File: config.mk
export PLATFORM = sky130hd
export DESIGN_NAME = press_gesture_page_stepper
export DESIGN_NICKNAME = d
export VERILOG_FILES = /design/src/hw/rtl/pgs_pkg.sv /design/src/hw/rtl/press_gesture_page_stepper.sv /design/src/hw/rtl/pgs_dev_cmp.sv /design/src/hw/rtl/pgs_shift_mac.sv /design/src/hw/rtl/pgs_seq.sv
export SDC_FILE = /design/constraint.sdc
export NUM_CORES = 1
export LEC_CHECK = 0
export BUFFER_PORTS_ARGS = -buffer_cell sky130_fd_sc_hd__buf_2
export CORE_ASPECT_RATIO = 1.1
export CORE_MARGIN = 2
export CORE_UTILIZATION = 65
export CTS_CLUSTER_SIZE = 28
export DETAILED_ROUTE_END_ITERATION = 10
export GPL_TIMING_DRIVEN = 0
export PLACE_DENSITY = 0.84
export SYNTH_ARGS = -nofsm -noshare
export SYNTH_HDL_FRONTEND = slang
export SYNTH_HIERARCHICAL = 1
export SYNTH_SLANG_ARGS = --single-unit
File: constraint.sdc
create_clock -name clock -period 6.8 [get_ports clock]
set_clock_uncertainty 0.1 [all_clocks]
set_input_delay 0 -clock clock [delete_from_list [all_inputs] [get_ports clock]]
set_output_delay 0 -clock clock [all_outputs]
set_load 0.03 [all_outputs]
File: src/hw/rtl/pgs_pkg.sv
// ----------------------------------------------------------------------------
// pgs_pkg
// Shared types, constants and helpers of the press gesture page stepper.
// ----------------------------------------------------------------------------
package pgs_pkg;

   localparam int READ_W     = 24;
   localparam int DT_IN_W    = 16;
   localparam int THR_W      = 17;
   localparam int PCNT_W     = 5;
   localparam int PAGE_OUT_W = 4;
   localparam int CSR_IDX_W  = 2;
   localparam int CSR_DATA_W = 17;
   localparam int DEV_W      = 20;
   localparam int Q_W        = DEV_W + 1;
   localparam int DT_W       = 7;
   localparam int CNT_W      = 5;

   localparam logic [DT_W-1:0]    DT_LIMIT    = 7'd100;
   localparam logic [THR_W-1:0]   Q16_ONE     = 17'h10000;
   localparam logic [THR_W-1:0]   RELEASE_RST = 17'd300;
   localparam logic [THR_W-1:0]   PRESS_RST   = 17'd1000;
   localparam logic [THR_W-1:0]   GAIN_RST    = 17'd131;
   localparam logic [PCNT_W-1:0]  PCNT_RST    = 5'd2;

   localparam logic [CNT_W-1:0] CMP_LAST   = 5'd25;
   localparam logic [CNT_W-1:0] BASE_STEPS = 5'd24;
   localparam logic [CNT_W-1:0] BASE_LAST  = 5'd23;
   localparam logic [CNT_W-1:0] DEV_STEPS  = 5'd20;
   localparam logic [CNT_W-1:0] MUL_STEPS  = 5'd17;
   localparam logic [CNT_W-1:0] MUL_LAST   = 5'd16;

   typedef enum logic [CSR_IDX_W-1:0] {
      CSR_RELEASE,
      CSR_PRESS,
      CSR_GAIN,
      CSR_PAGES
   } csr_index_type;

   typedef enum logic {
      OP_SAMPLE,
      OP_RESTART
   } op_type;

   typedef enum logic [2:0] {
      ST_IDLE,
      ST_CMP,
      ST_DECIDE,
      ST_MUL,
      ST_ADD,
      ST_DONE
   } seq_state_type;

   typedef struct packed {
      logic cmp_en;
      logic cmp_first;
      logic cmp_last;
      logic base_rot;
      logic dev_shift;
      logic mac_clr;
      logic mac_step;
      logic mac_dev;
      logic decide;
      logic q_load;
      logic add_en;
      logic add_first;
      logic out_load;
   } seq_ctl_type;

   typedef struct packed {
      logic dev;
      logic lo;
      logic hi;
      logic up;
      logic dn;
   } cmp_bits_type;

   function automatic logic [1:0] full_add(input logic a, input logic b, input logic c);
      return {(a & b) | (a & c) | (b & c), a ^ b ^ c};
   endfunction

endpackage

File: src/hw/rtl/press_gesture_page_stepper.sv
// ----------------------------------------------------------------------------
// press_gesture_page_stepper
// Baseline-tracking press detector that steps a page index up or down.
//
//   channel | ports                                    | handshake
//   --------+------------------------------------------+----------------
//   request | req_op, req_reading, req_elapsed_ms      | req_valid/ready
//   result  | rsp_page, rsp_page_changed, rsp_armed    | rsp_valid/ready
//   config  | csr_index, csr_wdata                     | csr_we
//
// Restart goes straight to the result. Sample outside the release band: 26-bit
// serial compare plus decision. Sample inside the band: adds a 17-step
// shift-add multiply and a 24-bit serial baseline add. Reset is synchronous;
// it restores register defaults, baseline 0, page 0, armed. The result
// register frees the request side; a stalled result holds the sequencer in its
// final step only.
// ----------------------------------------------------------------------------
module press_gesture_page_stepper
   import pgs_pkg::*;
#(
   parameter int MAX_PAGES = 16
)
(
   input  logic                   clock,
   input  logic                   reset,
   input  logic                   req_valid,
   output logic                   req_ready,
   input  logic                   req_op,
   input  logic [READ_W-1:0]      req_reading,
   input  logic [DT_IN_W-1:0]     req_elapsed_ms,
   output logic                   rsp_valid,
   input  logic                   rsp_ready,
   output logic [PAGE_OUT_W-1:0]  rsp_page,
   output logic                   rsp_page_changed,
   output logic                   rsp_armed,
   input  logic                   csr_we,
   input  logic [CSR_IDX_W-1:0]   csr_index,
   input  logic [CSR_DATA_W-1:0]  csr_wdata
);

   localparam int PIDX_W = (MAX_PAGES > 2) ? $clog2(MAX_PAGES) : 1;
   localparam int NCW    = (PIDX_W > PCNT_W) ? PIDX_W + 1 : PCNT_W + 1;

   seq_ctl_type  ctl;
   cmp_bits_type cbits;

   logic [THR_W-1:0]  release_ff, press_ff, gain_ff;
   logic [PCNT_W-1:0] pcount_ff;

   logic [READ_W-1:0] rd_sh_ff, base_ff;
   logic [THR_W-1:0]  rel_sh_ff, prs_sh_ff, gain_sh_ff, prod_lo_ff, factor_ff;
   logic [DT_W-1:0]   dt_ff;
   logic [DEV_W-1:0]  dev_ff;
   logic [Q_W-1:0]    q_ff;
   logic              add_c_ff;
   logic              lo_ff, hi_ff, up_ff, dn_ff;
   logic [PIDX_W-1:0] page_ff;
   logic              armed_ff, changed_ff;
   logic              rsp_valid_ff;
   logic [PAGE_OUT_W-1:0] rsp_page_ff;
   logic              rsp_changed_ff, rsp_armed_ff;

   logic              accept, restart, released, sat;
   logic              mac_mbit, mac_lsb;
   logic [DEV_W-1:0]  mac_addend, mac_acc, mac_acc_nx;
   logic [1:0]        add_r;
   logic [NCW-1:0]    pc_ext, n_eff;
   logic              up_ok, dn_ok;

   assign accept   = req_valid & req_ready;
   assign restart  = (req_op == OP_RESTART);
   assign released = lo_ff & hi_ff;

   pgs_seq u_seq (
      .clock       (clock),
      .reset       (reset),
      .req_valid   (req_valid),
      .req_restart (restart),
      .released    (released),
      .slot_free   (~rsp_valid_ff | rsp_ready),
      .req_ready   (req_ready),
      .ctl         (ctl)
   );

   pgs_dev_cmp u_cmp (
      .clock   (clock),
      .en      (ctl.cmp_en),
      .first   (ctl.cmp_first),
      .rd_bit  (rd_sh_ff[0]),
      .bl_bit  (ctl.base_rot ? base_ff[0] : base_ff[READ_W-1]),
      .rel_bit (rel_sh_ff[0]),
      .prs_bit (prs_sh_ff[0]),
      .bits    (cbits)
   );

   assign mac_mbit   = ctl.mac_dev ? factor_ff[0] : gain_sh_ff[0];
   assign mac_addend = ctl.mac_dev ? dev_ff : DEV_W'(dt_ff);

   pgs_shift_mac u_mac (
      .clock  (clock),
      .clr    (ctl.mac_clr),
      .step   (ctl.mac_step),
      .mbit   (mac_mbit),
      .addend (mac_addend),
      .acc    (mac_acc),
      .acc_nx (mac_acc_nx),
      .lsb    (mac_lsb)
   );

   always_comb begin
      sat    = (mac_acc != '0) || (prod_lo_ff > Q16_ONE);
      add_r  = full_add(base_ff[0], q_ff[0], ctl.add_first ? 1'b0 : add_c_ff);
      pc_ext = NCW'(pcount_ff);
      if (pc_ext == '0) begin
         n_eff = NCW'(1);
      end else if (pc_ext > NCW'(MAX_PAGES)) begin
         n_eff = NCW'(MAX_PAGES);
      end else begin
         n_eff = pc_ext;
      end
      up_ok = (NCW'(page_ff) + NCW'(1)) < n_eff;
      dn_ok = (page_ff != '0);
   end

   always_ff @(posedge clock) begin
      if (reset) begin
         release_ff <= RELEASE_RST;
         press_ff   <= PRESS_RST;
         gain_ff    <= GAIN_RST;
         pcount_ff  <= PCNT_RST;
      end else if (csr_we) begin
         case (csr_index_type'(csr_index))
            CSR_RELEASE: release_ff <= csr_wdata[THR_W-1:0];
            CSR_PRESS:   press_ff   <= csr_wdata[THR_W-1:0];
            CSR_GAIN:    gain_ff    <= csr_wdata[THR_W-1:0];
            CSR_PAGES:   pcount_ff  <= csr_wdata[PCNT_W-1:0];
            default: begin
            end
         endcase
      end
   end

   // serial datapath
   always_ff @(posedge clock) begin
      if (accept) begin
         rd_sh_ff   <= req_reading;
         rel_sh_ff  <= release_ff;
         prs_sh_ff  <= press_ff;
         gain_sh_ff <= gain_ff;
         dt_ff      <= (req_elapsed_ms < DT_IN_W'(DT_LIMIT)) ?
                       req_elapsed_ms[DT_W-1:0] : DT_LIMIT;
      end else if (ctl.cmp_en) begin
         rd_sh_ff  <= {rd_sh_ff[READ_W-1], rd_sh_ff[READ_W-1:1]};
         rel_sh_ff <= {1'b0, rel_sh_ff[THR_W-1:1]};
         prs_sh_ff <= {1'b0, prs_sh_ff[THR_W-1:1]};
         if (ctl.mac_step) begin
            gain_sh_ff <= {1'b0, gain_sh_ff[THR_W-1:1]};
         end
      end
      if (ctl.dev_shift) begin
         dev_ff <= {cbits.dev, dev_ff[DEV_W-1:1]};
      end
      if (ctl.cmp_last) begin
         lo_ff <= cbits.lo;
         hi_ff <= cbits.hi;
         up_ff <= cbits.up;
         dn_ff <= cbits.dn;
      end
      if (ctl.mac_step) begin
         prod_lo_ff <= {mac_lsb, prod_lo_ff[THR_W-1:1]};
      end
      if (ctl.decide) begin
         factor_ff <= sat ? Q16_ONE : prod_lo_ff;
      end else if (ctl.mac_step && ctl.mac_dev) begin
         factor_ff <= {1'b0, factor_ff[THR_W-1:1]};
      end
      if (ctl.q_load) begin
         q_ff <= {mac_acc_nx, mac_lsb};
      end else if (ctl.add_en) begin
         q_ff <= {q_ff[Q_W-1], q_ff[Q_W-1:1]};
      end
      if (ctl.add_en) begin
         add_c_ff <= add_r[1];
      end
   end

   // baseline, page and arm state
   always_ff @(posedge clock) begin
      if (reset) begin
         base_ff  <= '0;
         page_ff  <= '0;
         armed_ff <= 1'b1;
      end else if (accept && restart) begin
         base_ff  <= req_reading;
         page_ff  <= '0;
         armed_ff <= 1'b1;
      end else if (ctl.cmp_en && ctl.base_rot) begin
         base_ff <= {base_ff[0], base_ff[READ_W-1:1]};
      end else if (ctl.add_en) begin
         base_ff <= {add_r[0], base_ff[READ_W-1:1]};
      end else if (ctl.decide) begin
         if (released) begin
            armed_ff <= 1'b1;
         end else if (armed_ff && up_ff && up_ok) begin
            page_ff  <= page_ff + 1'b1;
            armed_ff <= 1'b0;
         end else if (armed_ff && dn_ff && dn_ok) begin
            page_ff  <= page_ff - 1'b1;
            armed_ff <= 1'b0;
         end
      end
   end

   always_ff @(posedge clock) begin
      if (accept) begin
         changed_ff <= 1'b0;
      end else if (ctl.decide) begin
         changed_ff <= ~released & armed_ff & ((up_ff & up_ok) | (dn_ff & dn_ok));
      end
   end

   // result register
   always_ff @(posedge clock) begin
      if (reset) begin
         rsp_valid_ff <= 1'b0;
      end else if (ctl.out_load) begin
         rsp_valid_ff <= 1'b1;
      end else if (rsp_ready) begin
         rsp_valid_ff <= 1'b0;
      end
   end

   always_ff @(posedge clock) begin
      if (ctl.out_load) begin
         rsp_page_ff    <= PAGE_OUT_W'(page_ff);
         rsp_changed_ff <= changed_ff;
         rsp_armed_ff   <= armed_ff;
      end
   end

   assign rsp_valid        = rsp_valid_ff;
   assign rsp_page         = rsp_page_ff;
   assign rsp_page_changed = rsp_changed_ff;
   assign rsp_armed        = rsp_armed_ff;

   a_one_in_flight: assert property (@(posedge clock) disable iff (reset)
      accept |=> !req_ready)
      else $error("request accepted while another is in progress");

   a_step_disarms: assert property (@(posedge clock) disable iff (reset)
      rsp_valid && rsp_page_changed |-> !rsp_armed)
      else $error("page step left the detector armed");

   a_page_bound: assert property (@(posedge clock) disable iff (reset)
      int'(page_ff) < MAX_PAGES)
      else $error("page index out of range");

   a_no_overwrite: assert property (@(posedge clock) disable iff (reset)
      ctl.out_load |-> !rsp_valid_ff || rsp_ready)
      else $error("result overwritten before it was taken");

endmodule

File: src/hw/rtl/pgs_dev_cmp.sv
// ----------------------------------------------------------------------------
// pgs_dev_cmp
// Bit-serial deviation and threshold compare, LSB first, one bit per cycle.
// ----------------------------------------------------------------------------
module pgs_dev_cmp
   import pgs_pkg::*;
(
   input  logic         clock,
   input  logic         en,
   input  logic         first,
   input  logic         rd_bit,
   input  logic         bl_bit,
   input  logic         rel_bit,
   input  logic         prs_bit,
   output cmp_bits_type bits
);

   // carry order: dev, neg dev, dev-rel, -dev-rel, prs-dev, dev+prs
   localparam logic [5:0] CIN_INIT = 6'b111100;

   logic [5:0] carry_ff;
   logic [5:0] carry_in;
   logic [5:0] cin;
   logic [1:0] d_r, nd_r, lo_r, hi_r, up_r, dn_r;

   always_comb begin
      cin   = first ? CIN_INIT : carry_ff;
      d_r   = full_add(rd_bit, ~bl_bit, cin[5]);
      nd_r  = full_add(bl_bit, ~rd_bit, cin[4]);
      lo_r  = full_add(d_r[0], ~rel_bit, cin[3]);
      hi_r  = full_add(nd_r[0], ~rel_bit, cin[2]);
      up_r  = full_add(prs_bit, nd_r[0], cin[1]);
      dn_r  = full_add(d_r[0], prs_bit, cin[0]);
      carry_in = {d_r[1], nd_r[1], lo_r[1], hi_r[1], up_r[1], dn_r[1]};
      bits.dev = d_r[0];
      bits.lo  = lo_r[0];
      bits.hi  = hi_r[0];
      bits.up  = up_r[0];
      bits.dn  = dn_r[0];
   end

   always_ff @(posedge clock) begin
      if (en) begin
         carry_ff <= carry_in;
      end
   end

endmodule

File: src/hw/rtl/pgs_shift_mac.sv
// ----------------------------------------------------------------------------
// pgs_shift_mac
// Shift-add multiplier step: one multiplier bit per cycle, product LSB out.
// ----------------------------------------------------------------------------
module pgs_shift_mac
   import pgs_pkg::*;
(
   input  logic             clock,
   input  logic             clr,
   input  logic             step,
   input  logic             mbit,
   input  logic [DEV_W-1:0] addend,
   output logic [DEV_W-1:0] acc,
   output logic [DEV_W-1:0] acc_nx,
   output logic             lsb
);

   logic [DEV_W-1:0] acc_ff;
   logic [DEV_W:0]   sum;

   always_comb begin
      sum    = {acc_ff[DEV_W-1], acc_ff}
             + (mbit ? {addend[DEV_W-1], addend} : {(DEV_W+1){1'b0}});
      acc_nx = sum[DEV_W:1];
      lsb    = sum[0];
      acc    = acc_ff;
   end

   always_ff @(posedge clock) begin
      if (clr) begin
         acc_ff <= '0;
      end else if (step) begin
         acc_ff <= acc_nx;
      end
   end

endmodule

File: src/hw/rtl/pgs_seq.sv
// ----------------------------------------------------------------------------
// pgs_seq
// Sequencer: compare pass, decision, serial multiply and baseline add.
// ----------------------------------------------------------------------------
module pgs_seq
   import pgs_pkg::*;
(
   input  logic        clock,
   input  logic        reset,
   input  logic        req_valid,
   input  logic        req_restart,
   input  logic        released,
   input  logic        slot_free,
   output logic        req_ready,
   output seq_ctl_type ctl
);

   seq_state_type    state_ff, state_in;
   logic [CNT_W-1:0] cnt_ff, cnt_in;

   always_ff @(posedge clock) begin
      if (reset) begin
         state_ff <= ST_IDLE;
         cnt_ff   <= '0;
      end else begin
         state_ff <= state_in;
         cnt_ff   <= cnt_in;
      end
   end

   always_comb begin
      state_in  = state_ff;
      cnt_in    = cnt_ff;
      req_ready = 1'b0;
      ctl       = '0;
      case (state_ff)
         ST_IDLE: begin
            req_ready = 1'b1;
            cnt_in    = '0;
            if (req_valid) begin
               ctl.mac_clr = 1'b1;
               state_in    = req_restart ? ST_DONE : ST_CMP;
            end
         end
         ST_CMP: begin
            ctl.cmp_en    = 1'b1;
            ctl.cmp_first = (cnt_ff == '0);
            ctl.base_rot  = (cnt_ff < BASE_STEPS);
            ctl.dev_shift = (cnt_ff < DEV_STEPS);
            ctl.mac_step  = (cnt_ff < MUL_STEPS);
            if (cnt_ff == CMP_LAST) begin
               ctl.cmp_last = 1'b1;
               cnt_in       = '0;
               state_in     = ST_DECIDE;
            end else begin
               cnt_in = cnt_ff + 1'b1;
            end
         end
         ST_DECIDE: begin
            ctl.decide  = 1'b1;
            ctl.mac_clr = 1'b1;
            state_in    = released ? ST_MUL : ST_DONE;
         end
         ST_MUL: begin
            ctl.mac_step = 1'b1;
            ctl.mac_dev  = 1'b1;
            if (cnt_ff == MUL_LAST) begin
               ctl.q_load = 1'b1;
               cnt_in     = '0;
               state_in   = ST_ADD;
            end else begin
               cnt_in = cnt_ff + 1'b1;
            end
         end
         ST_ADD: begin
            ctl.add_en    = 1'b1;
            ctl.add_first = (cnt_ff == '0);
            if (cnt_ff == BASE_LAST) begin
               cnt_in   = '0;
               state_in = ST_DONE;
            end else begin
               cnt_in = cnt_ff + 1'b1;
            end
         end
         ST_DONE: begin
            if (slot_free) begin
               ctl.out_load = 1'b1;
               state_in     = ST_IDLE;
            end
         end
         default: begin
            state_in = ST_IDLE;
            cnt_in   = '0;
         end
      endcase
   end

endmodule
==> flow_summary.yaml <==
status:
  status: "completed"
die:
  die_area_sq_um: 22300
  die-height_um: 156
  initial_core_util_pct: 66.4
  num_rows: 55
  boundaryPins: 73
  die_w_um: 142
  core_sq_um: 20600
route:
  drc: 0
  drt_iter0_drc: 885
  avgRoutedWirePerCell_um: 19.6
  routed_wl_mm: 32.1
  vias: 10000
  antenna_left: 0
  first_pass_iters: 6
  viasPerCell: 6.12
clock_tree:
  cts_buffer_depth: 3
  cts_resized: 0
  clk_latency_ns: 0.55
  cts_root_buf: "clkbuf_16"
  numCtsBuffers: 29
  ctsHtreeMaxLevel: 1
  cts_tree: "yes"
  clock_sinks: 289
  path_clk_slew_ns: 0.06
sta:
  final_max_slew_viol_count: 0
  period_needed_ns: 4.37
  finalHoldViolCount: 0
  tightest_slew_ns: 1.22
  rsz0062_at_grt: "no"
  setup_viol: 0
  finalSetupTns_ns: 0
  finalCritPeriodShare_pct: 64.2
  slew_headroom_pct: 17.9
  max_freq_mhz: 229
finish:
  diodes: 0
  finalCoreUtilization_pct: 77.5
  final_net_count: 1463
  regArea_sq_um: 7530
  multi_input_area_sq_um: 5780
  nFillCells: 1239
  drive_gt1_share_pct: 18.9
  syn_to_final_growth_pct: 16.7
yosys:
  avgSynthCellArea_sq_um: 11.5
  syn_area_sq_um: 13700
  asyncSetResetFlopFracSynth_pct: 0
  synthMuxAreaShare_pct: 11.0
  synth-edff-count: 174
  synth_simple_gate_area_share_pct: 13.8
  synthFlopType: "edfxtp_1"
  synth_compound_area_share_pct: 11.9
  syn-num-nets: 1296
  synth-seq-area-share_pct: 54.9
  synth_top_family_by_area: "simple AND/OR/NAND/NOR gates"
  yosysUniqueCellTypes: 92
  synth_adder_area_share_pct: 3.72
  synthXorXnorAreaFrac_pct: 1.66
  synthCells: 1192
  synth.ff_latch_count: 289
  ys.warnings.count: 6
job:
  drv_cap: 0
global_routing:
  first_global_vias: 10200
  grt_use_total_pct: 29.1
  grt_pass1_wl_mm: 51.6
  grt.overflow.total: 0
  antenna_found_initial: 0
  grt_start_max_net_pins: 34
pwr:
  p_leak_nw: 6.30
  max-vdd-ir-drop_mv: 0.290
  swShare_pct: 32.3
  clkPwrFrac_pct: 24.8
  p_switching_mw: 2.03
  seq_power_share_pct: 43.9
  p_comb_share_pct: 31.3
  cellInternalPower_mw: 4.26
  p_per_area_nw_per_um2: 393
  p_total_mw: 6.29
setup_path:
  max_stage_delay_ns: 0.49
  path_class: "reg -> reg"
  crit_buf_inv: 2
  crit_slowest_cell: "dfxtp_1"
  start_kind: "register"
  crit_path_frequent_cell: "mux2_2"
  crit_required_ns: 7.00
  critPathMaxFanout: 10
  endpoint_kind: "register"
  path_delay_family: "compound AO/OA/AOI/OAI gates"
  crit_path_cell_trace: "nand3b_1, inv_1, clkbuf_1, mux2_2, and2_1, fa_1, a211oi_2, o211ai_4, a21boi_2, o21ai_0, xor2_1, mux2_2"
  crit_arrival_ns: 4.56
place:
  io_buffers: 70
  gp_congestion: 0.889
  place_hpwl_mm: 20.9
min_path:
  hold_class: "in -> reg"
==> synthesized netlist by cell type (all sizes together), types with 6 or more instances <==
master    n  area, sq um
nor2     68          255
buf      24          119
edfxtp  174         5230
o211ai    9          115
nand3    19          100
o21a      7         52.6
clkbuf   42          159
a21oi    72          368
inv      33          124
nand4     6         43.8
a22o     18          166
mux2    101         1140
a31oi     6         43.8
dfxtp   115         2300
and3     16          100
nor4     11         68.8
a211oi   31          255
xnor2    16          140
and2     47          295
nand3b   15          113
nand2   148          556
o21ai    14         70.1
nand2b   12         85.1
or2       6         37.5
nor3     13         70.1
ha       36          450
a211o     7         62.6
xor2     10         87.6
a21o     10         77.6
mux2i    36          360
or3       8         50.1
==> power by group through the flow <==
stage / registers (mW) / clock network (mW) / logic [mW]
after detailed placement: 2.79 / 0 / 1.89
after floorplan: 2.73 / 0 / 1.42
after CTS: 2.76 / 1.58 / 1.94
after global routing: 2.80 / 1.64 / 2.15
final: 2.76 / 1.56 / 1.97
after global placement: 2.79 / 0 / 1.79
==> registers in the layout, indices dropped and copies added (netlist names), 20 cells and up <==
| register | flops |
|---|---|
| base_ff | 24 |
| q_ff | 21 |
| rd_sh_ff | 24 |
| dev_ff | 20 |
| u_mac/acc | 20 |
==> metrics by stage <==
| stage | worst slack (ns) | area, sq um | hold slack (ns) | cells |
|---|---|---|---|---|
| after floorplan | 2.86 | 13700 | 0.0208 | 1192 |
| after global placement | 1.90 | 14400 | 0.176 | 1518 |
| after detailed placement | 2.66 | 14400 | 0.178 | 1521 |
| after CTS | 2.59 | 16000 | 0.0349 | 1638 |
| after global routing | 2.24 | 16000 | 0.0981 | 1638 |
| final | 2.43 | 16000 | 0.0651 | 1638 |
==> layer usage <==
layer,global-route usage [%],wire length [um],vias to the layer above
met5,0,0,-
met4,10.1,1040,0
met3,4.35,2110,92
met2,49.1,15600,389
met1,38.7,13300,4846
li1,-,-,4705
==> cell type report <==
| type | count | share of cell area [%] |
|---|---|---|
| Sequential cell | 289 | 47.0 |
| Multi-Input combinational cell | 803 | 36.1 |
| Timing Repair Buffer | 136 | 6.42 |
| Clock buffer | 41 | 5.20 |
| Tap cell | 256 | 2.00 |
| Buffer | 66 | 1.74 |
| Inverter | 34 | 0.883 |
| Clock inverter | 13 | 0.633 |
==> worst reg2reg max path, stage by stage (launching register included) <==
cell,delay (ns)
dfxtp_1,0.49
nand3b_1,0.19
inv_1,0.21
clkbuf_1,0.47
mux2_2,0.42
and2_1,0.19
fa_1,0.47
a211oi_2,0.41
o211ai_4,0.16
a21boi_2,0.38
o21ai_0,0.20
xor2_1,0.17
mux2_2,0.27
==> final timing paths <==
| kind | start | to | slack (ns) | cells after the start |
|---|---|---|---|---|
| max reg2reg | u_seq/state_ff[0]$_SDFFE_PP0P_ | q_ff[18]$_DFFE_PP_ | 2.43 | 12 |
| max | u_seq/state_ff[0]$_SDFFE_PP0P_ | q_ff[18]$_DFFE_PP_ | 2.43 | 12 |
| min | csr_index[0] | release_ff[1]$_SDFFE_PP0P_ | 0.07 | 4 |
| min reg2reg | changed_ff$_SDFFE_PP0P_ | rsp_page_changed$_DFFE_PP_ | 0.33 | 0 |
==> logic make-up after synthesis <==
kind of cell	Yosys count
xor gates and xnor gates	26
AOI/OAI and AO/OA	218
and+or+nand+nor	383
muxes	137
adders and majority gates	39
buffers and inverters	100
DFF	289
==> placed cells by master (no fill, tap or decap), types with 12 or more instances in the layout <==
cell	synthesis	final
nand3_1	18	18
and2_1	46	46
clkbuf_1	41	48
nand3b_1	15	15
ha_1	36	36
a22o_1	17	17
a21oi_1	70	69
buf_1	12	12
edfxtp_1	174	174
mux2i_1	36	36
mux2_2	87	87
nor2_1	68	68
dfxtp_1	115	115
dlygate4sd3_1	0	63
a211oi_1	28	28
mux2_1	13	13
nor3_1	12	12
and3_1	16	16
clkbuf_16	0	30
buf_2	8	78
xnor2_1	16	16
inv_1	30	30
nand2_1	148	148
==> repair_timing <==
action | CTS | global route
hold endpoints to repair | 126 | 0
hold buffers | 63 | 0
buffers inserted | 0 | 0
Power figures use the tool's default switching activity.
